**src/design/mtpa_pkg.sv**
```systemverilog
// ---------------------------------------------------------------------------
// mtpa_pkg: shared types and constants of the masked temporal pixel average
// Widths of pixel, sum and count fields, gray weights, and the command and
// status structs that join the controller and the datapath.
// ---------------------------------------------------------------------------
`default_nettype none

package mtpa_pkg;

  localparam int ChanW  = 8;
  localparam int SumW   = 12;
  localparam int CntW   = 4;
  localparam int GrayW  = 8;
  localparam int ThrW   = 8;
  localparam int RemW   = 4;

  localparam int NeighboursDefault = 4;
  localparam logic [ThrW-1:0]  ThresholdReset = 8'd15;
  localparam logic [ChanW-1:0] ChannelMax     = 8'd255;
  localparam int CountLimit = 15;

  // Gray weights in Q14 with rounding offset.
  localparam int ProdW     = 22;
  localparam int GrayShift = 14;
  localparam int GrayCoefB = 1868;
  localparam int GrayCoefG = 9617;
  localparam int GrayCoefR = 4899;
  localparam int GrayRound = 8192;

  typedef struct packed {
    logic [ChanW-1:0] blue;
    logic [ChanW-1:0] green;
    logic [ChanW-1:0] red;
    logic             is_reference;
    logic             set_end;
  } pix_t;

  typedef struct packed {
    logic [ChanW-1:0] avg_blue;
    logic [ChanW-1:0] avg_green;
    logic [ChanW-1:0] avg_red;
    logic [CntW-1:0]  used_count;
  } res_t;

  typedef struct packed {
    logic capture;
    logic update;
    logic div_start;
    logic div_step;
    logic out_load;
  } cmd_t;

  typedef struct packed {
    logic produce;
  } status_t;

endpackage

`default_nettype wire

```
**src/design/mtpa_ctrl.sv**
```systemverilog
// ---------------------------------------------------------------------------
// mtpa_ctrl: sequencer of the masked temporal pixel average
// Steps each item through capture and update, runs the divider for a set
// that ends, and owns the valid flag of the result register.
// ---------------------------------------------------------------------------
`default_nettype none

module mtpa_ctrl import mtpa_pkg::*; (
  input  wire logic    clk_i,
  input  wire logic    rst_ni,
  input  wire logic    pix_valid_i,
  output logic         pix_ready_o,
  output logic         res_valid_o,
  input  wire logic    res_ready_i,
  input  wire status_t status_i,
  output cmd_t         cmd_o
);

  localparam logic [2:0] StIdle    = 3'd0;
  localparam logic [2:0] StUpdate  = 3'd1;
  localparam logic [2:0] StStart   = 3'd2;
  localparam logic [2:0] StDivide  = 3'd3;
  localparam logic [2:0] StDeliver = 3'd4;

  localparam logic [CntW-1:0] StepLast = CntW'(SumW - 1);

  logic [2:0]      state_q, state_d;
  logic [CntW-1:0] step_q, step_d;
  logic            out_valid_q, out_valid_d;

  always_comb begin
    state_d     = state_q;
    step_d      = step_q;
    cmd_o       = '0;
    pix_ready_o = 1'b0;
    case (state_q)
      StIdle: begin
        pix_ready_o = 1'b1;
        if (pix_valid_i) begin
          cmd_o.capture = 1'b1;
          state_d       = StUpdate;
        end
      end
      StUpdate: begin
        cmd_o.update = 1'b1;
        state_d      = status_i.produce ? StStart : StIdle;
      end
      StStart: begin
        cmd_o.div_start = 1'b1;
        step_d          = '0;
        state_d         = StDivide;
      end
      StDivide: begin
        cmd_o.div_step = 1'b1;
        step_d         = step_q + CntW'(1);
        if (step_q == StepLast) begin
          state_d = StDeliver;
        end
      end
      StDeliver: begin
        // The result register takes the new result once it is empty or drained.
        if (!out_valid_q || res_ready_i) begin
          cmd_o.out_load = 1'b1;
          state_d        = StIdle;
        end
      end
      default: begin
        state_d = StIdle;
      end
    endcase
  end

  always_comb begin
    out_valid_d = out_valid_q;
    if (cmd_o.out_load) begin
      out_valid_d = 1'b1;
    end else if (res_ready_i) begin
      out_valid_d = 1'b0;
    end
  end

  always_ff @(posedge clk_i or negedge rst_ni) begin
    if (!rst_ni) begin
      state_q     <= StIdle;
      step_q      <= '0;
      out_valid_q <= 1'b0;
    end else begin
      state_q     <= state_d;
      step_q      <= step_d;
      out_valid_q <= out_valid_d;
    end
  end

  assign res_valid_o = out_valid_q;

endmodule

`default_nettype wire

```
**config.mk**
```make
export PLATFORM = sky130hd
export DESIGN_NAME = mtpa_ctrl
export DESIGN_NICKNAME = d
export VERILOG_FILES = /design/src/design/mtpa_pkg.sv /design/src/design/mtpa_ctrl.sv
export SDC_FILE = /design/constraint.sdc
export NUM_CORES = 1
export LEC_CHECK = 0
export BUFFER_PORTS_ARGS = -buffer_cell sky130_fd_sc_hd__buf_2
export CAP_MARGIN = 20
export CORE_AREA = 5 5 42 44
export DETAILED_ROUTE_END_ITERATION = 8
export DIE_AREA = 0 0 47 49
export PLACE_DENSITY = 0.63
export SETUP_SLACK_MARGIN = 0.5
export SLEW_MARGIN = 20
export SYNTH_ARGS = -nofsm -noshare
export SYNTH_HDL_FRONTEND = slang
export SYNTH_SLANG_ARGS = --single-unit
```
**constraint.sdc**
```tcl
create_clock -name clk_i -period 1.5 [get_ports clk_i]
set_clock_uncertainty 0.1 [all_clocks]
set_input_delay 0.3 -clock clk_i [delete_from_list [all_inputs] [get_ports clk_i]]
set_output_delay 0.3 -clock clk_i [all_outputs]
set_load 0.005 [all_outputs]
```
; ---- Word-level counts from Yosys, hierarchy flattened
; Cells that the tools add are included.
[totals]
register_bits = 8
inputBits = 5
[classes]
n_eq_ne = 8
addsub = 1
n_reduce_logical = 6
n_mux = 16
[op_table]
columns = operator, n
row1 = 3-bit one-hot mux with 5 select lines, 1
row2 = 1-bit 2-to-1 mux, 10
row3 = 3-bit 2-to-1 mux, 3
row4 = 4-bit one-hot mux with 2 select lines, 1
row5 = "3-bit by 2-bit == test with 1-bit output, second input constant", 2
row6 = "2-bit != test, second input constant", 3
row7 = "4-bit by 1-bit adder with 4-bit output, second input constant", 1
row8 = "4-bit == test, second input constant", 1
row9 = 2-bit nonzero test, 2
row10 = "3-bit by 1-bit == test with 1-bit output, second input constant", 1
row11 = "3-bit == test, second input constant", 1
row12 = 3-bit logical NOT, 1
row13 = 3-bit AND reduction, 1
row14 = 2-bit 2-to-1 mux, 1
row15 = 1-bit logical NOT, 1
row16 = 1-bit logical OR, 1

; ---- Logic depth before layout (Yosys ltp)
; Gate-level depths: netlist of run 1.
[logic_depth]
ltp_word = 5
mapped_depth = 4
mapped_depth_nobuf = 4

; ---- Worst setup path after synthesis of run 1
; Ideal clock, no wire load.
[synth_path]
path_type = register to output
startpoint = register state_q[0]
endpoint = output port cmd_o[4] in the netlist's numbering
setup_slack_ns = 0.170
n_path_buf = 1
path_stages_with_launch = 4
arrival_time_ns = 0.930
t_required_ns = 1.100
path_cell_list = dfrtp_1 -> buf_4 -> nor3_1 -> and2_1
[synth_lines]
columns = element, line
row1 = "start, declared", mtpa_ctrl.sv:27  ; logic [2:0] state_q, state_d;
row2 = "start signal, assigned", mtpa_ctrl.sv:84  ; state_q <= StIdle;
row3 = "start signal, assigned", mtpa_ctrl.sv:88  ; state_q <= state_d;
row4 = "end, declared", mtpa_ctrl.sv:16  ; output cmd_t cmd_o

==> flow_metrics.py, run 1 <==
metrics = {
    "status": {
        "outcome": "complete, but fails checks",
        "violations": "negative setup slack",
    },
    "sta": {
        "tightest_slew_ps": 207,
        "hold_ws_ps": 268,
        "slew_headroom": 0.862,
        "layout_worst_path_cycle_share": 1.03,
        "fin_crit_ps": 1550,
        "rsz0062_at_grt": "yes",
        "report.final.slew_viol_count": 0,
        "hold_viol": 0,
        "setup_viol": 4,
        "fmax_mhz": 647,
        "setup_slack_ps": -46.5,
    },
    "detailed_routing": {
        "wl_um": 1120,
        "ant_nets": 0,
        "vias": 432,
        "vias_per_cell": 4.75,
        "drt_iter0_markers": 7,
        "avgRoutedWirePerCell_um": 12.3,
        "drcViolationCount": 0,
        "first_pass_iters": 4,
    },
    "min_path": {
        "min_to": "state_q[2]",
        "hold_start": "res_ready_i",
        "whs_path_depth": 3,
        "hp-class": "input port to register",
    },
    "placed_design": {
        "placed_cells": 70,
        "post_dp_cell_area_um2": 519,
        "port-buffer-count": 11,
        "gp_congestion": 0.673,
    },
    "yosys": {
        "ys_warn_count": 0,
        "synth_area_leader_cell": "dfrtp_1",
        "yosys.area.top_type_share": 0.456,
        "synth_fp_nets": 52,
        "syn-cell-area_um2": 439,
        "synth_seq_cells": 8,
        "synth_cell_type_count": 22,
        "synthTopCellsByArea": "dfrtp_1 46%, buf_4 5.1%, nand2_1 5.1%",
        "syn_area_per_cell_um2": 9.55,
        "synth_cells": 46,
        "synth_seq_area_share": 0.456,
    },
    "worst_setup_path": {
        "reg2reg_from": "state_q[1]",
        "setup.worst_path.class": "register to output port",
        "reg2regPathDepth": 5,
        "cp-start-kind": "register",
        "cp_max_fo": 4,
        "reg2reg_slack_ps": 30,
        "endpoint_kind": "output port",
        "worstPathArrival_ps": 1150,
        "cp.required_ps": 1100,
        "worstReg2RegEnd": "step_q[3]",
    },
    "job": {
        "cap_violations": 0,
    },
    "clock_network": {
        "tritoncts": "done",
        "clock_tree.root_cell": "clkbuf_4",
        "clock_path_buffers": 2,
        "clock-sinks": 8,
        "worst_skew_pair.late_latency_ps": 250,
        "clk_pin_slew_worst_paths_ps": 60,
        "cts_buffers": 3,
        "h-tree-depth": 1,
    },
    "floorplanning": {
        "start_util": 0.313,
        "core_area_um2": 1400,
        "die_w_um": 47,
        "dieHeight_um": 49,
        "fp-row-count": 14,
        "ios": 12,
        "die-area_um2": 2300,
    },
    "layout": {
        "post-route-util": 0.543,
        "drive_above_1_share": 0.653,
        "final_cells": 91,
        "nNetsFinal": 82,
        "n_antenna_cell": 0,
        "syn_to_final_growth_pct": 73.2,
        "stdcell_area_um2": 761,
    },
    "global_routing": {
        "grt_max_degree": 9,
        "antenna_found_initial": 0,
        "grt_pass1_vias": 436,
        "grt_overflow": 0,
        "grt_usage": 0.109,
        "grt_pass1_wl_um": 1810,
    },
    "power_and_ir_drop": {
        "leakagePower_nw": 0.368,
        "p_per_area_nw_per_um2": 2310,
        "power_w": 0.00176,
        "vdd_ir_drop_max_uv": 1200,
    },
}
## routing by layer
layer	part of all wire	global-route usage
met1	0.39	0.117
met2	0.54	0.188
met3	0.047	0.0443
met4	0.025	0.0276
met5	0	0
## per-stage QoR
step	TNS [ps]	worst slack, ps
final	-148	-46.5
after CTS	-118	-46.3
after detailed placement	0	119
after floorplan	0	216
after global placement	0	140
after global routing	-373	-93.8
## cell families (layout without fill, tap and decap cells)
group	Yosys count	in the layout	share of synthesized area
and+or+nand+nor	23	23	0.302
AOI/OAI and AO/OA	8	8	0.123
DFF	8	8	0.456
buffers and inverters	5	34	0.0684
adders and majority gates	1	1	0.0285
muxes	1	1	0.0228
## cell usage in the layout, fill, tap and decap left out, types with 2 or more instances in the layout
cell,instances
buf_6,7
buf_4,9
nand2_2,2
nand2_1,4
dfrtp_1,5
nand2b_1,3
clkbuf_4,3
buf_2,10
inv_1,2
nor2_4,2
o21ai_1,2
o21ai_2,2
dfrtp_2,3
nand3_1,3
## cell usage after synthesis
master and count:
dfrtp_1 8, nand2_1 6, o21ai_0 4, buf_4 3, nand2b_1 3, nand3_1 3
nor2_1 3, inv_1 2, a22o_2 1, and2_1 1, and2b_2 1, and3_1 1
ha_1 1, mux2i_1 1, nand2b_4 1, nand3b_1 1, nor3_1 1, nor3b_1 1
o21bai_1 1, o2bb2ai_1 1, o31ai_1 1, or4b_1 1
## layout make-up
cell class	instances	area [um2]
fillers	134	641
multi-input cells	33	277
repair buffers	28	226
flip-flops and latches	8	204
clock buffers	4	26.3
well taps	16	20.0
inverters	2	7.51
## critical path, stage by stage, from the launching register on
cell	delay, ps
dfrtp_2	460
buf_12	150
nand3b_1	100
inv_1	60
buf_2	120
## report_power, final
part | switching (W) | internal (W)
registers | 0.000163 | 0.000329
logic | 0.000402 | 0.000687
clock network | 0.0000767 | 0.000102
## worst max path at each step
stage | from | end | slack (ps)
4_1_cts | state_q[2] | cmd_o[4] | -50
5_1_grt | state_q[2] | cmd_o[4] | -90
3_3_place_gp | state_q[0] | cmd_o[4] | 140
3_5_place_dp | state_q[0] | cmd_o[4] | 120
6_report | state_q[1] | cmd_o[1] | -50
2_1_floorplan | state_q[2] | step_q[3] | 220
## flip-flops by register name, summed over array words and instances (netlist names)
name	flops
step_q	4
state_q	3
res_valid_o	1
## what timing repair did
action                                  in CTS  in global routing
gates resized for setup                     13                 10
endpoints found under the hold margin        8                  0
endpoints found under the setup margin      14                 14
pin swaps                                    2                  3
setup buffers                               14                  2
hold buffers                                 1                  0
Note: power is estimated with default switching activity, not from simulation.
==> inputs of run 2 (changes only) <==
--- a/config.mk
+++ b/config.mk
@@ -16,3 +16,4 @@
 export SYNTH_ARGS = -nofsm -noshare
 export SYNTH_HDL_FRONTEND = slang
 export SYNTH_SLANG_ARGS = --single-unit
+export TNS_END_PERCENT = 1
==> flow_metrics.py, run 2 (synthesized netlist as in run 1, its figures left out) <==
metrics = {
    "min_path": {
        "hp-class": "input port to register",
        "min_to": "state_q[0]",
        "whs_path_depth": 3,
        "hold_start": "pix_valid_i",
    },
    "layout": {
        "drive_above_1_share": 0.492,
        "final_cell_mix": "11 x buf_2, 6 x nand2_1, 5 x buf_4, 5 x dfrtp_1, 4 x o21ai_0",
        "largest_reg_flops": 4,
        "final_common_cell": "buf_2",
        "largest-register": "step_q",
        "n_antenna_cell": 0,
        "final_cells": 79,
        "nNetsFinal": 71,
        "syn_to_final_growth_pct": 35.9,
    },
    "sta": {
        "rsz0062_at_grt": "yes",
        "setup_slack_ps": -18.6,
        "hold_ws_ps": 234,
        "layout_worst_path_cycle_share": 1.01,
        "report.final.slew_viol_count": 0,
        "slew_headroom": 0.865,
        "tightest_slew_ps": 201,
        "hold_viol": 0,
        "fmax_mhz": 659,
        "setup_viol": 5,
        "fin_crit_ps": 1520,
    },
    "detailed_routing": {
        "wl_um": 895,
        "avgRoutedWirePerCell_um": 11.3,
        "vias": 373,
        "drcViolationCount": 0,
        "ant_nets": 0,
        "drt_iter0_markers": 5,
        "first_pass_iters": 4,
        "vias_per_cell": 4.72,
    },
    "clock_network": {
        "worst_skew_pair.late_latency_ps": 250,
        "clock-sinks": 8,
        "cts_buffers": 3,
        "clk_pin_slew_worst_paths_ps": 60,
        "clock_tree.root_cell": "clkbuf_4",
        "tritoncts": "done",
        "clock_path_buffers": 2,
        "h-tree-depth": 1,
    },
    "worst_setup_path": {
        "cp_max_fo": 6,
        "cp-start-kind": "register",
        "critical_path.cell_chain": "nor3_2 -> and2_1 -> buf_2",
        "endpoint_kind": "output port",
        "reg2reg_slack_ps": 150,
        "reg2regPathDepth": 4,
        "cp.required_ps": 1100,
        "reg2reg_from": "state_q[1]",
        "setup.worst_path.class": "register to output port",
        "worstPathArrival_ps": 1120,
        "cpPeakStageDelay_ps": 440,
        "worstReg2RegEnd": "step_q[3]",
        "cp_slowest_cell": "dfrtp_2",
    },
    "global_routing": {
        "grt_pass1_wl_um": 1560,
        "antenna_found_initial": 0,
        "grt_overflow": 0,
        "grt_util_met2": 0.131,
        "grt.busiest_layer": "met2",
        "grt_usage": 0.0916,
        "grt_max_degree": 9,
        "globalRouteMet3Util": 0.0221,
        "gr-usage-met1": 0.126,
        "grt_pass1_vias": 377,
    },
    "status": {
        "outcome": "complete, but fails checks",
        "violations": "negative setup slack",
    },
    "placed_design": {
        "placed_cells": 70,
        "gp_congestion": 0.664,
        "dp_hpwl_um": 632,
        "port-buffer-count": 11,
    },
    "floorplanning": {
        "die_w_um": 47,
        "core_area_um2": 1400,
        "ios": 12,
        "start_util": 0.313,
        "dieHeight_um": 49,
        "die-area_um2": 2300,
        "fp-row-count": 14,
    },
    "job": {
        "cap_violations": 0,
    },
    "power_and_ir_drop": {
        "vdd_ir_drop_max_uv": 835,
        "p_per_area_nw_per_um2": 2100,
        "leakagePower_nw": 0.299,
    },
}
==> run 2: changes by cell type in the layout (fill, tap and decap cells not counted), sizes merged <==
cell	delta
buf	-11
clkbuf	-1
==> run 2: how the worst max path moves through the flow <==
stage                          start   endpoint  slack, ps  cells after the start
after floorplan           state_q[2]  step_q[3]        210                      3
after global placement    state_q[2]  step_q[3]        160                      3
after detailed placement  state_q[2]  step_q[3]        130                      3
after CTS                 state_q[2]   cmd_o[4]        -60                      3
after global routing      state_q[1]   cmd_o[4]       -100                      3
final                     state_q[2]   cmd_o[4]        -20                      3
==> run 2: cell type report <==
type / count / area, um2
clock buffers: 3 / 22.5
fillers: 149 / 805
inverters: 2 / 7.51
multi-input cells: 33 / 240
flip-flops and latches: 8 / 204
well taps: 16 / 20.0
repair buffers: 17 / 103
==> run 2: worst max-delay path: cells and delay by family, from the launching register on <==
| family | cells | cell delay, ps |
|---|---|---|
| flip-flops | 1 | 440 |
| AND/OR/NAND/NOR | 2 | 320 |
| buffers and inverters | 1 | 100 |
==> run 2: through the flow <==
step	utilization	setup slack, ps	setup TNS, ps	total power (W)	cell area [um2]
6_report	0.426	-18.6	-41.2	0.00125	597
5_1_grt	0.426	-104	-353	0.00137	597
3_5_place_dp	0.354	131	0	0.000938	497
4_1_cts	0.396	-55.8	-107	0.00117	554
2_1_floorplan	-	213	0	0.000810	444
3_3_place_gp	0.354	156	0	0.000924	497
==> run 2: routing by layer <==
layer  routed length, um  vias up
met2                 426       12
met5                   0        -
met3                  56        0
met4                   0        0
li1                    -      193
met1                 413      168
==> run 2: power by group <==
group | leakage [nW] | total (W) | internal (W) | switching [W]
logic | 0.186 | 0.000623 | 0.000360 | 0.000263
clock network | 0.0138 | 0.000167 | 0.0000917 | 0.0000750
registers | 0.0986 | 0.000465 | 0.000329 | 0.000136
==> run 2: what timing repair did <==
action | in CTS | in global routing
endpoints found under the setup margin | 15 | 14
gates resized for setup | 5 | 3
hold endpoints to repair | 8 | 0
setup buffers | 2 | 3
hold buffers | 1 | 0
pin swaps | 3 | 3
