[src/design/mtpa_pkg.sv]
// ---------------------------------------------------------------------------
// mtpa_pkg: shared types and constants of the masked temporal pixel average
// Widths of pixel, sum and count fields, gray weights, and the command and
// status structs that join the controller and the datapath.
// ---------------------------------------------------------------------------
`default_nettype none

package mtpa_pkg;

  localparam int ChanW  = 8;
  localparam int SumW   = 12;
  localparam int CntW   = 4;
  localparam int GrayW  = 8;
  localparam int ThrW   = 8;
  localparam int RemW   = 4;

  localparam int NeighboursDefault = 4;
  localparam logic [ThrW-1:0]  ThresholdReset = 8'd15;
  localparam logic [ChanW-1:0] ChannelMax     = 8'd255;
  localparam int CountLimit = 15;

  // Gray weights in Q14 with rounding offset.
  localparam int ProdW     = 22;
  localparam int GrayShift = 14;
  localparam int GrayCoefB = 1868;
  localparam int GrayCoefG = 9617;
  localparam int GrayCoefR = 4899;
  localparam int GrayRound = 8192;

  typedef struct packed {
    logic [ChanW-1:0] blue;
    logic [ChanW-1:0] green;
    logic [ChanW-1:0] red;
    logic             is_reference;
    logic             set_end;
  } pix_t;

  typedef struct packed {
    logic [ChanW-1:0] avg_blue;
    logic [ChanW-1:0] avg_green;
    logic [ChanW-1:0] avg_red;
    logic [CntW-1:0]  used_count;
  } res_t;

  typedef struct packed {
    logic capture;
    logic update;
    logic div_start;
    logic div_step;
    logic out_load;
  } cmd_t;

  typedef struct packed {
    logic produce;
  } status_t;

endpackage

`default_nettype wire

[src/design/mtpa_datapath.sv]
// ---------------------------------------------------------------------------
// mtpa_datapath: gray, match test, accumulators and three-lane divider
// Holds the threshold register, the open pixel set, a restoring divider per
// channel and the result register.
// ---------------------------------------------------------------------------
`default_nettype none

module mtpa_datapath import mtpa_pkg::*; #(
  parameter int NEIGHBOURS_EACH_SIDE = NeighboursDefault
) (
  input  wire logic             clk_i,
  input  wire logic             rst_ni,
  input  wire cmd_t             cmd_i,
  output status_t               status_o,
  input  wire pix_t             pixel_i,
  input  wire logic             cfg_we_i,
  input  wire logic [ThrW-1:0]  cfg_data_i,
  output res_t                  result_o
);

  localparam int CapRaw = 1 + 2 * NEIGHBOURS_EACH_SIDE;
  localparam int CapInt = (CapRaw > CountLimit) ? CountLimit : CapRaw;
  localparam logic [CntW-1:0] CountCap = CntW'(CapInt);
  localparam int Lanes = 3;

  function automatic logic [ChanW-1:0] round_half_even(
    input logic [SumW-1:0] quo,
    input logic [RemW-1:0] rem,
    input logic [CntW-1:0] div
  );
    logic [RemW:0] twice;
    logic          up;
    logic [SumW:0] rounded;
    twice   = {rem, 1'b0};
    up      = (twice > {1'b0, div}) || ((twice == {1'b0, div}) && quo[0]);
    rounded = {1'b0, quo} + (SumW + 1)'(up);
    return (rounded > (SumW + 1)'(ChannelMax)) ? ChannelMax : rounded[ChanW-1:0];
  endfunction

  logic [ThrW-1:0]  thr_q;
  pix_t             pix_q;
  logic [GrayW-1:0] gray_q, gray_d;
  logic [GrayW-1:0] ref_gray_q;
  logic [SumW-1:0]  sum_q [Lanes];
  logic [CntW-1:0]  count_q;
  logic [SumW-1:0]  num_q [Lanes];
  logic [RemW-1:0]  rem_q [Lanes];
  logic [CntW-1:0]  div_q;
  res_t             res_q;

  logic [ProdW-1:0] gray_sum;
  logic [GrayW-1:0] diff;
  logic             match;
  logic [ChanW-1:0] pix_chan [Lanes];

  assign pix_chan[0] = pix_q.blue;
  assign pix_chan[1] = pix_q.green;
  assign pix_chan[2] = pix_q.red;

  always_comb begin
    gray_sum = ProdW'(GrayCoefB) * ProdW'(pixel_i.blue)
             + ProdW'(GrayCoefG) * ProdW'(pixel_i.green)
             + ProdW'(GrayCoefR) * ProdW'(pixel_i.red)
             + ProdW'(GrayRound);
    gray_d   = gray_sum[GrayShift +: GrayW];
  end

  assign diff  = (gray_q > ref_gray_q) ? (gray_q - ref_gray_q) : (ref_gray_q - gray_q);
  assign match = diff < thr_q;

  // A set yields a result when it ends while open, or when a reference ends it.
  assign status_o.produce = pix_q.set_end && (pix_q.is_reference || (count_q != '0));

  always_ff @(posedge clk_i or negedge rst_ni) begin
    if (!rst_ni) begin
      thr_q <= ThresholdReset;
    end else if (cfg_we_i) begin
      thr_q <= cfg_data_i;
    end
  end

  always_ff @(posedge clk_i) begin
    if (cmd_i.capture) begin
      pix_q  <= pixel_i;
      gray_q <= gray_d;
    end
  end

  always_ff @(posedge clk_i or negedge rst_ni) begin
    if (!rst_ni) begin
      ref_gray_q <= '0;
      count_q    <= '0;
      for (int l = 0; l < Lanes; l++) begin
        sum_q[l] <= '0;
      end
    end else if (cmd_i.update) begin
      if (pix_q.is_reference) begin
        ref_gray_q <= gray_q;
        count_q    <= CntW'(1);
        for (int l = 0; l < Lanes; l++) begin
          sum_q[l] <= SumW'(pix_chan[l]);
        end
      end else if ((count_q != '0) && (count_q < CountCap) && match) begin
        count_q <= count_q + CntW'(1);
        for (int l = 0; l < Lanes; l++) begin
          sum_q[l] <= sum_q[l] + SumW'(pix_chan[l]);
        end
      end
    end else if (cmd_i.div_start) begin
      // The set is handed to the divider and closed.
      ref_gray_q <= '0;
      count_q    <= '0;
      for (int l = 0; l < Lanes; l++) begin
        sum_q[l] <= '0;
      end
    end
  end

  // Restoring division, one quotient bit per lane per cycle.
  always_ff @(posedge clk_i) begin
    if (cmd_i.div_start) begin
      div_q <= count_q;
      for (int l = 0; l < Lanes; l++) begin
        num_q[l] <= sum_q[l];
        rem_q[l] <= '0;
      end
    end else if (cmd_i.div_step) begin
      for (int l = 0; l < Lanes; l++) begin
        if ({rem_q[l], num_q[l][SumW-1]} >= {1'b0, div_q}) begin
          rem_q[l] <= RemW'({rem_q[l], num_q[l][SumW-1]} - {1'b0, div_q});
          num_q[l] <= {num_q[l][SumW-2:0], 1'b1};
        end else begin
          rem_q[l] <= {rem_q[l][RemW-2:0], num_q[l][SumW-1]};
          num_q[l] <= {num_q[l][SumW-2:0], 1'b0};
        end
      end
    end
  end

  always_ff @(posedge clk_i) begin
    if (cmd_i.out_load) begin
      res_q.avg_blue   <= round_half_even(num_q[0], rem_q[0], div_q);
      res_q.avg_green  <= round_half_even(num_q[1], rem_q[1], div_q);
      res_q.avg_red    <= round_half_even(num_q[2], rem_q[2], div_q);
      res_q.used_count <= div_q;
    end
  end

  assign result_o = res_q;

endmodule

`default_nettype wire

[config.mk]
export PLATFORM = sky130hd
export DESIGN_NAME = mtpa_datapath
export DESIGN_NICKNAME = d
export VERILOG_FILES = /design/src/design/mtpa_pkg.sv /design/src/design/mtpa_datapath.sv
export SDC_FILE = /design/constraint.sdc
export NUM_CORES = 1
export LEC_CHECK = 0
export ABC_CLOCK_PERIOD_IN_PS = 3700
export BUFFER_PORTS_ARGS = -buffer_cell sky130_fd_sc_hd__buf_4
export CAP_MARGIN = 10
export CELL_PAD_IN_SITES_DETAIL_PLACEMENT = 0
export CELL_PAD_IN_SITES_GLOBAL_PLACEMENT = 1
export CORE_ASPECT_RATIO = 1.75
export CORE_MARGIN = 2
export CORE_UTILIZATION = 40
export DETAILED_ROUTE_END_ITERATION = 8
export GPL_TIMING_DRIVEN = 0
export PLACE_DENSITY = 0.81
export SETUP_SLACK_MARGIN = 0.3
export SYNTH_ARGS = -nofsm -noshare
export SYNTH_HDL_FRONTEND = slang
export SYNTH_SLANG_ARGS = --single-unit
[constraint.sdc]
create_clock -name clk_i -period 3.7 [get_ports clk_i]
set_clock_uncertainty 0.1 [all_clocks]
set_input_delay 0.74 -clock clk_i [delete_from_list [all_inputs] [get_ports clk_i]]
set_output_delay 0.74 -clock clk_i [all_outputs]
set_load 0.05 [all_outputs]
* Word-level counts from Yosys, hierarchy flattened
Memories as Yosys holds them, arrays and structs flattened.
Index checks and enable logic that the tools add are counted.
** Word-level totals
- Register bits after elaboration :: 122
- RAM bits :: 48
- Input bits :: 42
- Output and inout bits :: 29
- Logic and storage cells :: 130
- Memories kept :: 2
** Memories
- num_q :: depth 3, width 12, rd ports 3, clocked after Yosys merged registers in 0, write ports 3, RTL line mtpa_datapath.sv:46 : logic [SumW-1:0] num_q [Lanes];
- rem_q :: depth 3, width 4, rd ports 3, clocked after Yosys merged registers in 0, write ports 3, RTL line mtpa_datapath.sv:47 : logic [RemW-1:0] rem_q [Lanes];
** Cells by class
- Add/subtract/negate cells :: 15
- Multiply operators :: 3
- Order comparisons :: 12
- Equality and inequality tests :: 5
- Multiplexer cells :: 50
- Bitwise operators :: 12
- Reduce and logical (&&, ||, !) cells :: 14
** Operators with widths (count)
- two-way mux 36 bit :: 4
- two-way mux 12 bit :: 6
- two-way mux 4 bit :: 10
- adder 12 x 1 -> 13 bit :: 3
- > comparator 13 x 8 -> 1 bit, second input constant :: 3
- adder 12 x 8 -> 12 bit :: 3
- two-way mux 8 bit :: 4
- two-way mux 1 bit :: 26
- adder 19 x 22 -> 22 bit :: 1
- adder 22 x 14 -> 22 bit, second input constant :: 1
- adder 22 x 21 -> 22 bit :: 1
- multiplier 14 x 8 -> 22 bit, first input constant :: 1
- multiplier 13 x 8 -> 21 bit, first input constant :: 1
- multiplier 9 x 8 -> 17 bit, first input constant :: 1
- subtractor 8 bit :: 2
- equality test 5 x 4 -> 1 bit :: 3
- >= comparator 5 x 4 -> 1 bit :: 3
- > comparator 5 x 4 -> 1 bit :: 3
- bitwise OR 1 bit :: 12
- subtractor 4 bit :: 3
- > comparator 8 bit :: 1
- < comparator 8 bit :: 1
- logical AND 1 bit :: 6
- adder 4 x 1 -> 4 bit, second input constant :: 1
- other kinds (7) :: 11

* Depth between registers and ports, before layout
Gate-level depths: netlist of the first run.
An unclocked memory read counts as a cell.
- Word-level depth :: 8
- Gate-level depth with buffers :: 28

* Worst setup path before layout of the first run
Ideal clock, no wire load.
- Path kind :: in2reg
- Start point :: input port pixel_i[20] (netlist bit)
- End point :: register gray_q[7] (data pin)
- Setup time :: 0.174 ns
- Arrival :: 7.261 ns
- Slack :: -3.835 ns
- Cell stages on the path :: 28
- Cell sequence :: inv_1 > fa_1 > inv_1 > ha_1 > fa_1 > inv_1 > fa_1 > inv_1 > ha_1 > nand3_1 > nand2_1 > a41o_1 > nor2_1 > xnor2_1 > ha_1 > ha_1 > fa_1 > inv_1 > fa_1 > inv_1 > fa_1 > ha_1 > a21oi_1 > nand2_1 > a221oi_1 > a21boi_1 > and3_1 > a311oi_1
** Between the ends
- Cells in the longest elaborated chain, start to end :: 4
** RTL lines
- from (decl) :: RTL line mtpa_datapath.sv:15 : input wire pix_t pixel_i,
- multiplier 9 x 8 -> 17 bit :: RTL line mtpa_datapath.sv:61 : gray_sum = ProdW'(GrayCoefB) * ProdW'(pixel_i.blue)
- adder 19 x 22 -> 22 bit :: RTL line mtpa_datapath.sv:62 : + ProdW'(GrayCoefG) * ProdW'(pixel_i.green)
- adder 22 x 21 -> 22 bit :: RTL line mtpa_datapath.sv:63 : + ProdW'(GrayCoefR) * ProdW'(pixel_i.red)
- adder 22 x 14 -> 22 bit :: RTL line mtpa_datapath.sv:64 : + ProdW'(GrayRound);
- named net gray_sum[21] :: RTL line mtpa_datapath.sv:51 : logic [ProdW-1:0] gray_sum;
- to (signal assigned) :: RTL line mtpa_datapath.sv:85 : gray_q <= gray_d;
- to (decl) :: RTL line mtpa_datapath.sv:42 : logic [GrayW-1:0] gray_q, gray_d;
The timed path passes the listed nets, and every way through them passes these cells.
A chain may end at the register's enable or synchronous reset.

* Worst setup path in the final report of the first run
- Start point :: input port pixel_i[22] (netlist bit)
- End point :: register gray_q[7] (data pin)
The elaborated chain is that of the path after synthesis.

==> results of run 1 <==
-- metrics by stage --
stage	instances	instance area (um^2)	util (%)
final	2062	17960	50.17
after CTS	2049	17430	48.68
after global placement	1979	15830	44.22
after global routing	2062	17960	50.17
after floorplan	1440	14720	-
after detailed placement	1979	15830	44.22
-- per-layer routing --
layer	GRT usage, %	vias up	wire (um)
met5	0	-	0
met4	10.31	0	1775
met3	2.086	93	643
met2	38.32	191	20660
met1	18.82	5327	12110
li1	-	5166	-
-- kinds of logic after synthesis --
family	count (synthesis)
simple gates	344
xor+xnor	59
buf+inv	281
fa+ha+maj	304
flops	170
compound gates	253
mux	29
-- state kept, by name (all words and copies together), names as in the netlist --
register / cells
num_q: 36
sum_q: 36
result_o: 28
pix_chan: 24
rem_q: 12
gray_q: 8
ref_gray_q: 8
thr_q: 8
count_q: 4
div_q: 4
pix_q: 2
-- placed cells by master, fill, tap and decap left out, types with 9 or more instances in the layout --
master / count
inv_1: 239
nor3_1: 9
xor2_1: 14
nor2b_1: 12
clkbuf_1: 16
o31ai_2: 10
a21oi_2: 12
dfrtp_1: 52
buf_4: 91
nor2_1: 55
ha_1: 182
ha_4: 23
o21ai_0: 57
buf_6: 19
nand3_1: 15
nand2_1: 150
fa_1: 94
a211oi_1: 11
mux2i_1: 22
a21o_1: 22
nand2b_1: 12
a21oi_1: 34
edfxtp_1: 113
clkbuf_16: 19
inv_2: 14
nand2_4: 20
xnor2_1: 43
-- worst max-delay path: cells and delay by family --
kind	cells	cell delay [ns]
XOR/XNOR	1	0.11
adder cells (fa/ha/maj)	11	4.36
AND/OR/NAND/NOR	6	0.93
buffers and inverters	7	0.37
AO/OA/AOI/OAI	4	0.81
-- worst paths after layout --
| path | startpoint | slack [ns] | end | cells past startpoint |
|---|---|---|---|---|
| worst min register to register | div_q[3]$_DFFE_PP_ | 0.36 | result_o[3]$_DFFE_PP_ | 0 |
| max in group asynchronous | rst_ni | 2.70 | sum_q[16]$_DFFE_PN0P_ | 1 |
| min in group clk_i | div_q[3]$_DFFE_PP_ | 0.36 | result_o[3]$_DFFE_PP_ | 0 |
| worst max-delay path | pixel_i[22] | -3.54 | gray_q[7]$_DFFE_PP_ | 29 |
| worst max register to register | gray_q[0]$_DFFE_PP_ | -0.36 | sum_q[29]$_DFFE_PN0P_ | 20 |
| worst min-delay path | rst_ni | 0.25 | ref_gray_q[1]$_DFFE_PN0P_ | 1 |
-- repair_timing --
action,in CTS,in global routing
pin swaps,47,62
setup endpoints to repair,72,72
cloned,6,0
buffers inserted,32,13
resized for setup,115,99
-- synthesized netlist by cell type, drive strengths merged, types with 14 or more instances --
library cell and n:
a211oi 15, a21o 22, a21oi 49, clkbuf 19, dfrtp 52, edfxtp 113, fa 95, ha 209
inv 254, mux2i 23, nand2 178, nand2b 14, nand3 17, nor2 63, o21ai 72, o31ai 23
xnor2 45, xor2 14
-- layout make-up --
| cell class | instances | area (um^2) |
|---|---|---|
| Fill cell | 3179 | 17840 |
| Timing Repair Buffer | 120 | 1121 |
| Clock inverter | 15 | 203.9 |
| Buffer | 27 | 196.4 |
| Sequential cell | 170 | 4820 |
| Tap cell | 470 | 588.1 |
| Inverter | 254 | 965.9 |
| Clock buffer | 17 | 425.4 |
| Multi-Input combinational cell | 989 | 9639 |
==> results by group, run 1 <==
Hold path
  – Worst min-delay path class: input pin to asynchronous set/reset pin

Placement
  – Placer Congestion: around 0.9
  – Hpwl dp: 27.27 mm
  – Port Buffers: 69
  – Setup WS pre-CTS: -4.312 ns

Clock network
  – # clock sinks: 170
  – CTS tree: built
  – Clk Latency, worst-skew pair: approximately 0.44 ns
  – CTS clk-pin slew, worst paths: around 0.07 ns
  – Num CTS Buffers: 17
  – Hold_buf cts: 0
  – Clk root buf: clkbuf_16
  – Total number of H-tree levels: 4
  – CTS Buffer Depth: 2

STA
  – Setup TNS: -38.13 ns
  – Final number of setup-violating endpoints: 47
  – Highest Clock Rate: 138.1 MHz
  – RSZ-0062 raised after global routing: true
  – Final hold vios: 0
  – Least-Margin Pin Slew: 1.107 ns
  – Crit share post-route: 195.8%
  – Max-slew headroom: a little over a quarter
  – Slew Limit Fails: 0
  – Hold WS: about 0.25 ns
  – PnR worst setup slack: -3.544 ns
  – Crit path time final: slightly above 7 ns

Global route
  – Initial antenna violation count: 0
  – First-pass GRT wire length: 57.42 mm
  – GRT Residual Overflow: 0
  – Largest net degree at the start of global routing: 57
  – Total GRT Usage: between 10% and 20%
  – Vias in the first global route: ~12000

Floorplan
  – Ports: 71
  – Core Region: roughly 0.036 mm^2
  – Chip Height: around 260 um
  – Row cnt: 92
  – Initial Util: 40.39%
  – Die area: approximately 0.038 mm^2
  – Die X: approximately 150 um

Synthesis
  – Top flip-flop cell by instance count after synthesis: edfxtp_1
  – Synth unique cells: 69
  – Cell area after synthesis: around 0.014 mm^2
  – Seq/Total Area, Yosys: roughly a third
  – Synth Area in Compound Gates: a little under an eighth
  – Synth area leader: edfxtp_1
  – Synth area leaders: edfxtp_1 23%, ha_1 18%, fa_1 13%
  – Synth Area in Simple Gates: a little over a tenth
  – Top cell type's share of synthesized area: approximately a quarter
  – Mux cell area share after synthesis: 2.060%
  – Largest family of logic cells by synthesized area: adder cells
  – Synthesized flop and latch total: 170
  – Syn Area/Cell: ~10 um^2
  – EDFF count, synth: 113
  – Cells after Synth: between 1000 and 1500
  – Share of flip-flops with an asynchronous set or reset: between 30% and 40%
  – Syn_nets: approximately 1800
  – Post-Synth XOR/XNOR Area: about 3.6%
  – Number of synthesis warnings: 0
  – Synth Area in Adders: between 30% and 40%

Worst setup path
  – Top cell by count, worst path: fa_1
  – CP Max Fanout: 6
  – Critical Setup Path Class: input pin to register
  – Critical Path AT: 7.32 ns
  – CP Capture Type: register
  – Crit path required time: 3.77 ns
  – Largest stage delay, worst path: ~0.54 ns
  – Worst Setup Start Kind: input pin
  – CP max-delay cell: fa_1

Cells and area
  – Layout area overhead: 24.21%
  – Share of post-route cells with drive strength above 1: a little over a fifth
  – Nets: approximately 1900
  – Antenna diodes: 0

Detailed routing
  – Post-Route WL: around 35 mm
  – Drt pass-1 iters: 5
  – Antenna Nets Post-Route: 0
  – DRC: 0
  – Initial DRC Count: ~450
  – Vias per cell: ~5.2
  – Via count: around 11000
  – Avg WL per Cell: roughly 17 um

Job
  – Max cap viols: 0

Status
  – Violated checks: negative setup slack
  – Status: finished, violations left
Power of run 1 is not shown: default switching activity piles up to over one toggle a cycle in this logic, so the estimate is an artifact.
==> run 2, diff against run 1 <==
Settings changed: REMOVE_ABC_BUFFERS set to 1.
==> run 2 against run 1 <==
Net effect: the run still ends with negative setup slack left; non-clock buffer count decreased by 9; via count decreased by 1.3%; global-route usage decreased by 0.77 points; wire length decreased by 2.8%; critical path depth rose by 1; sequential share of layout area about the same; worst hold slack better by 0.020 ns; first-iteration DRC count down 25%; worst setup slack lost 0.018 ns; register-to-register slack better by 0.02 ns; cell count decreased by 0.39%; sequential cell count unchanged; critical path type unchanged.
==> results by group, run 2 (synthesis gave the netlist of run 1 again) <==
Hold path
  – Worst min-delay path class: input pin to asynchronous set/reset pin

STA
  – Crit path time final: approximately 7.3 ns
  – Final number of setup-violating endpoints: 48
  – Max-slew headroom: 23.46%
  – Crit share post-route: 196.3%
  – RSZ-0062 raised after global routing: true
  – Slew Limit Fails: 0
  – Setup TNS: -38.18 ns
  – PnR worst setup slack: -3.562 ns
  – Least-Margin Pin Slew: between 1 and 1.5 ns
  – Final hold vios: 0
  – Highest Clock Rate: approximately 140 MHz

Placement
  – Port Buffers: 70
  – DP Area: 0.01552 mm^2
  – Hpwl dp: between 20 and 30 mm
  – Dpl cells: 1955
  – Placer Congestion: 0.8679
  – Setup WS pre-CTS: -4.914 ns

Global route
  – Initial antenna violation count: 0
  – Vias in the first global route: 11310
  – First-pass GRT wire length: around 55 mm
  – Total GRT Usage: ~18%
  – GRT Residual Overflow: 0
  – Largest net degree at the start of global routing: 57

Clock network
  – Num CTS Buffers: 17
  – CTS tree: built
  – Hold_buf cts: 0
  – CTS clk-pin slew, worst paths: roughly 0.060 ns
  – Clk root buf: clkbuf_16
  – CTS Buffer Depth: 2
  – Clk Latency, worst-skew pair: 0.43 ns
  – Total number of H-tree levels: 4
  – # clock sinks: 170

Cells and area
  – Sequential Area: approximately 0.0048 mm^2
  – Share of post-route cells with drive strength above 1: 22.54%
  – Nets: between 1500 and 2000
  – Multi-input logic area: a little under 0.01 mm^2
  – Non-filler instance count after layout: approximately 2100
  – Final instance area: approximately 0.018 mm^2
  – Antenna diodes: 0
  – Most common cell after layout, fill and taps aside: inv_1
  – Layout area overhead: 24.41%
  – Most frequent cells in the layout: 240 x inv_1, 182 x ha_1, 146 x nand2_1
  – Filler cell count: around 3200

Detailed routing
  – Vias per cell: 5.176
  – DRC: 0
  – Post-Route WL: approximately 34 mm
  – Drt pass-1 iters: 6
  – Avg WL per Cell: approximately 17 um
  – Initial DRC Count: between 300 and 400
  – Antenna Nets Post-Route: 0
  – Via count: ~11000

Worst setup path
  – CP max-delay cell: fa_1
  – Buf/Inv on CP: 8
  – Crit path required time: between 3 and 4 ns
  – Worst Setup Start Kind: input pin
  – CP Max Fanout: 5
  – Critical Path AT: between 7 and 8 ns
  – Levels on crit path: 30
  – Critical Setup Path Class: input pin to register
  – CP Capture Type: register
  – Largest stage delay, worst path: ~0.55 ns
  – CP delay by family, top: adder cells
  – Worst R2R Path Depth: 21

Floorplan
  – Row cnt: between 90 and 100
  – Ports: about 70
  – Core Region: between 0.03 and 0.04 mm^2
  – Die area: ~0.038 mm^2
  – Initial Util: 40.39%
  – Die X: ~150 um
  – Chip Height: 255.5 um

Status
  – Status: finished, violations left
  – Violated checks: negative setup slack

Job
  – Max cap viols: 0
==> run 2: metal layers <==
layer	GRT usage [%]	wire, um
met1	17.81	12140
met2	36.83	19440
met3	1.854	638
met4	10.58	1994
met5	0	0
==> run 2: final timing paths <==
path	startpoint	to	slack, ns
worst max-delay path	pixel_i[21]	gray_q[3]$_DFFE_PP_	-3.56
worst min-delay path	rst_ni	ref_gray_q[1]$_DFFE_PN0P_	0.27
worst max register to register	gray_q[0]$_DFFE_PP_	sum_q[14]$_DFFE_PN0P_	-0.34
worst min register to register	div_q[3]$_DFFE_PP_	result_o[3]$_DFFE_PP_	0.36
max in group asynchronous	rst_ni	sum_q[14]$_DFFE_PN0P_	2.69
min in group clk_i	div_q[3]$_DFFE_PP_	result_o[3]$_DFFE_PP_	0.36
==> run 2: through the flow <==
stage / utilization, % / hold WS [ns]
after global routing: 50.25 / 0.3188
after global placement: 43.18 / 0.3386
final: 50.25 / 0.2686
after floorplan: - / 0.3264
after detailed placement: 43.35 / 0.3441
after CTS: 48.90 / 0.2851
==> run 2: final cells by class <==
class	instances	area share, %
Clock inverter	13	0.7929
Timing Repair Buffer	138	7.505
Clock buffer	19	2.407
Multi-Input combinational cell	990	53.91
Tap cell	470	3.269
Inverter	254	5.328
Sequential cell	170	26.79
==> run 2: repair_timing <==
item,CTS,global route
setup buffers,48,10
resized for setup,181,83
endpoints found under the hold margin,0,0
setup endpoints to repair,79,72
pin swaps,109,45
cloned,8,0
Power of run 2 is left out for the same reason.
==> run 3, diff against run 2 <==
Settings changed: SETUP_SLACK_MARGIN 0.3 to not set, SLEW_MARGIN set to 20.
==> run 3 against run 2 <==
Net effect: the flow still finishes with violations (negative setup slack); critical path depth is 1 lower; clock-buffer cell count is the same; via count down 1.4%; worst hold slack got worse by 0.013 ns; cell count shrank 0.68%; global-route usage is 0.32 points lower; first-iteration DRC count is 16% higher; non-clock buffer count decreased by 13; sequential cell count did not move; worst setup slack better by 0.19 ns; sequential share of layout area is 0.56 points higher; utilization down 1.0 points; critical path type unchanged; highest routed layer unchanged.
==> results by group, run 3 (synthesis gave the netlist of run 1 again) <==
Detailed routing
  – Initial DRC Count: between 300 and 400
  – Avg WL per Cell: around 16 um
  – Via count: around 10000
  – Drt pass-1 iters: 5
  – Antenna Nets Post-Route: 0
  – DRC: 0
  – Vias per cell: slightly above 5
  – Post-Route WL: 33.07 mm

STA
  – Final hold vios: 0
  – Least-Margin Pin Slew: between 1 and 1.5 ns
  – Highest Clock Rate: between 100 and 150 MHz
  – Max-slew headroom: 29.37%
  – PnR worst setup slack: -3.372 ns
  – Crit share post-route: 191.1%
  – Setup TNS: -33.91 ns
  – Final number of setup-violating endpoints: 47
  – RSZ-0062 raised after global routing: true
  – Hold WS: 0.2553 ns
  – Slew Limit Fails: 0
  – Crit path time final: approximately 7.1 ns

Floorplan
  – Die area: 0.03774 mm^2
  – Core Region: 0.03580 mm^2
  – Chip Height: between 200 and 300 um
  – Initial Util: 40.39%
  – Row cnt: 92
  – Die X: roughly 150 um
  – Ports: roughly 70

Cells and area
  – Final instance area: 0.01762 mm^2
  – Antenna diodes: 0
  – Final Util: between 40% and 50%
  – Filler cell count: around 3200
  – Most common cell after layout, fill and taps aside: inv_1
  – Layout area overhead: 21.87%
  – Sequential Area: around 0.0048 mm^2
  – Multi-input logic area: between 0.009 and 0.01 mm^2
  – Share of post-route cells with drive strength above 1: 20.38%
  – Most frequent cells in the layout: 240 x inv_1, 191 x ha_1, 152 x nand2_1
  – Nets: 1904

Placement
  – DP Area: roughly 0.016 mm^2
  – Port Buffers: 70
  – Placer Congestion: between 0.8 and 0.9
  – Hpwl dp: about 25 mm

Clock network
  – CTS Buffer Depth: 2
  – Clk Latency, worst-skew pair: 0.44 ns
  – Total number of H-tree levels: 4
  – Clk root buf: clkbuf_16
  – Num CTS Buffers: 17
  – CTS clk-pin slew, worst paths: about 0.060 ns
  – # clock sinks: 170
  – CTS tree: built
  – Hold_buf cts: 0

Worst setup path
  – Critical Path End: gray_q[6]$_DFFE_PP_
  – Worst setup path start: pixel_i[21]
  – Reg-to-Reg End: sum_q[10]$_DFFE_PN0P_
  – Worst R2R Path Depth: 18
  – CP Max Fanout: 6
  – Reg-to-reg critical path startpoint: gray_q[0]$_DFFE_PP_
  – Critical Setup Path Class: input pin to register
  – Largest stage delay, worst path: 0.54 ns
  – R2r setup slk: -0.28 ns
  – Crit path required time: between 3 and 4 ns
  – CP max-delay cell: fa_1
  – CP Capture Type: register
  – Critical Path AT: 7.16 ns
  – Worst Setup Start Kind: input pin

Status
  – Status: finished, violations left
  – Violated checks: negative setup slack

Global route
  – Initial antenna violation count: 0
  – Total GRT Usage: between 10% and 20%
  – Vias in the first global route: 11260
  – Largest net degree at the start of global routing: between 50 and 60
  – First-pass GRT wire length: 54.47 mm
  – GRT Residual Overflow: 0

Hold path
  – Worst min-delay path class: input pin to asynchronous set/reset pin

Job
  – Max cap viols: 0
## run 3: cell count changes in the layout (fill, tap and decap cells not counted), sizes merged
cell	delta
buf	-13
clkinv	-2
inv	+1
## run 3: critical path: cells and delay by family
kind	cells	cell delay [ns]
fa+ha+maj	11	4.20
compound gates	4	0.96
simple gates	5	0.54
buf+inv	7	0.38
xor+xnor	2	0.32
## run 3: layout make-up
cell class,instances,area share [%]
multi-input combinational,990,53.87
sequential,170,27.35
timing repair buffer,125,6.746
inverter,254,5.439
tap,470,3.337
clock buffer,19,2.457
clock inverter,12,0.7953
## run 3: what timing repair did
| item | 4_1_cts | 5_1_grt |
|---|---|---|
| buffers inserted | 42 | 10 |
| cloned | 4 | 0 |
| resized for setup | 157 | 59 |
| pin swaps | 108 | 32 |
| setup endpoints to repair | 72 | 72 |
## run 3: worst min-delay path by stage
stage / to / slack [ns] / cells past startpoint
2_1_floorplan: result_o[2]$_DFFE_PP_ / 0.33 / 0
3_3_place_gp: result_o[3]$_DFFE_PP_ / 0.34 / 0
3_5_place_dp: result_o[2]$_DFFE_PP_ / 0.34 / 0
4_1_cts: ref_gray_q[1]$_DFFE_PN0P_ / 0.28 / 1
5_1_grt: ref_gray_q[0]$_DFFE_PN0P_ / 0.31 / 1
6_report: ref_gray_q[1]$_DFFE_PN0P_ / 0.26 / 1
## run 3: through the flow
stage / std cells / setup slack (ns)
5_1_grt: 2040 / -3.522
4_1_cts: 2032 / -3.372
6_report: 2040 / -3.372
2_1_floorplan: 1413 / -3.835
3_3_place_gp: 1953 / -4.857
3_5_place_dp: 1955 / -4.887
## run 3: per-layer routing
metal	global-route usage [%]	up-vias	routed length, um	part of all wire (%)
li1	-	5124	-	-
met1	17.54	5107	11840	36
met2	36.45	172	19070	58
met3	2.103	75	619	1.9
met4	9.348	0	1532	4.6
met5	0	-	0	0
Power of run 3 is left out for the same reason.
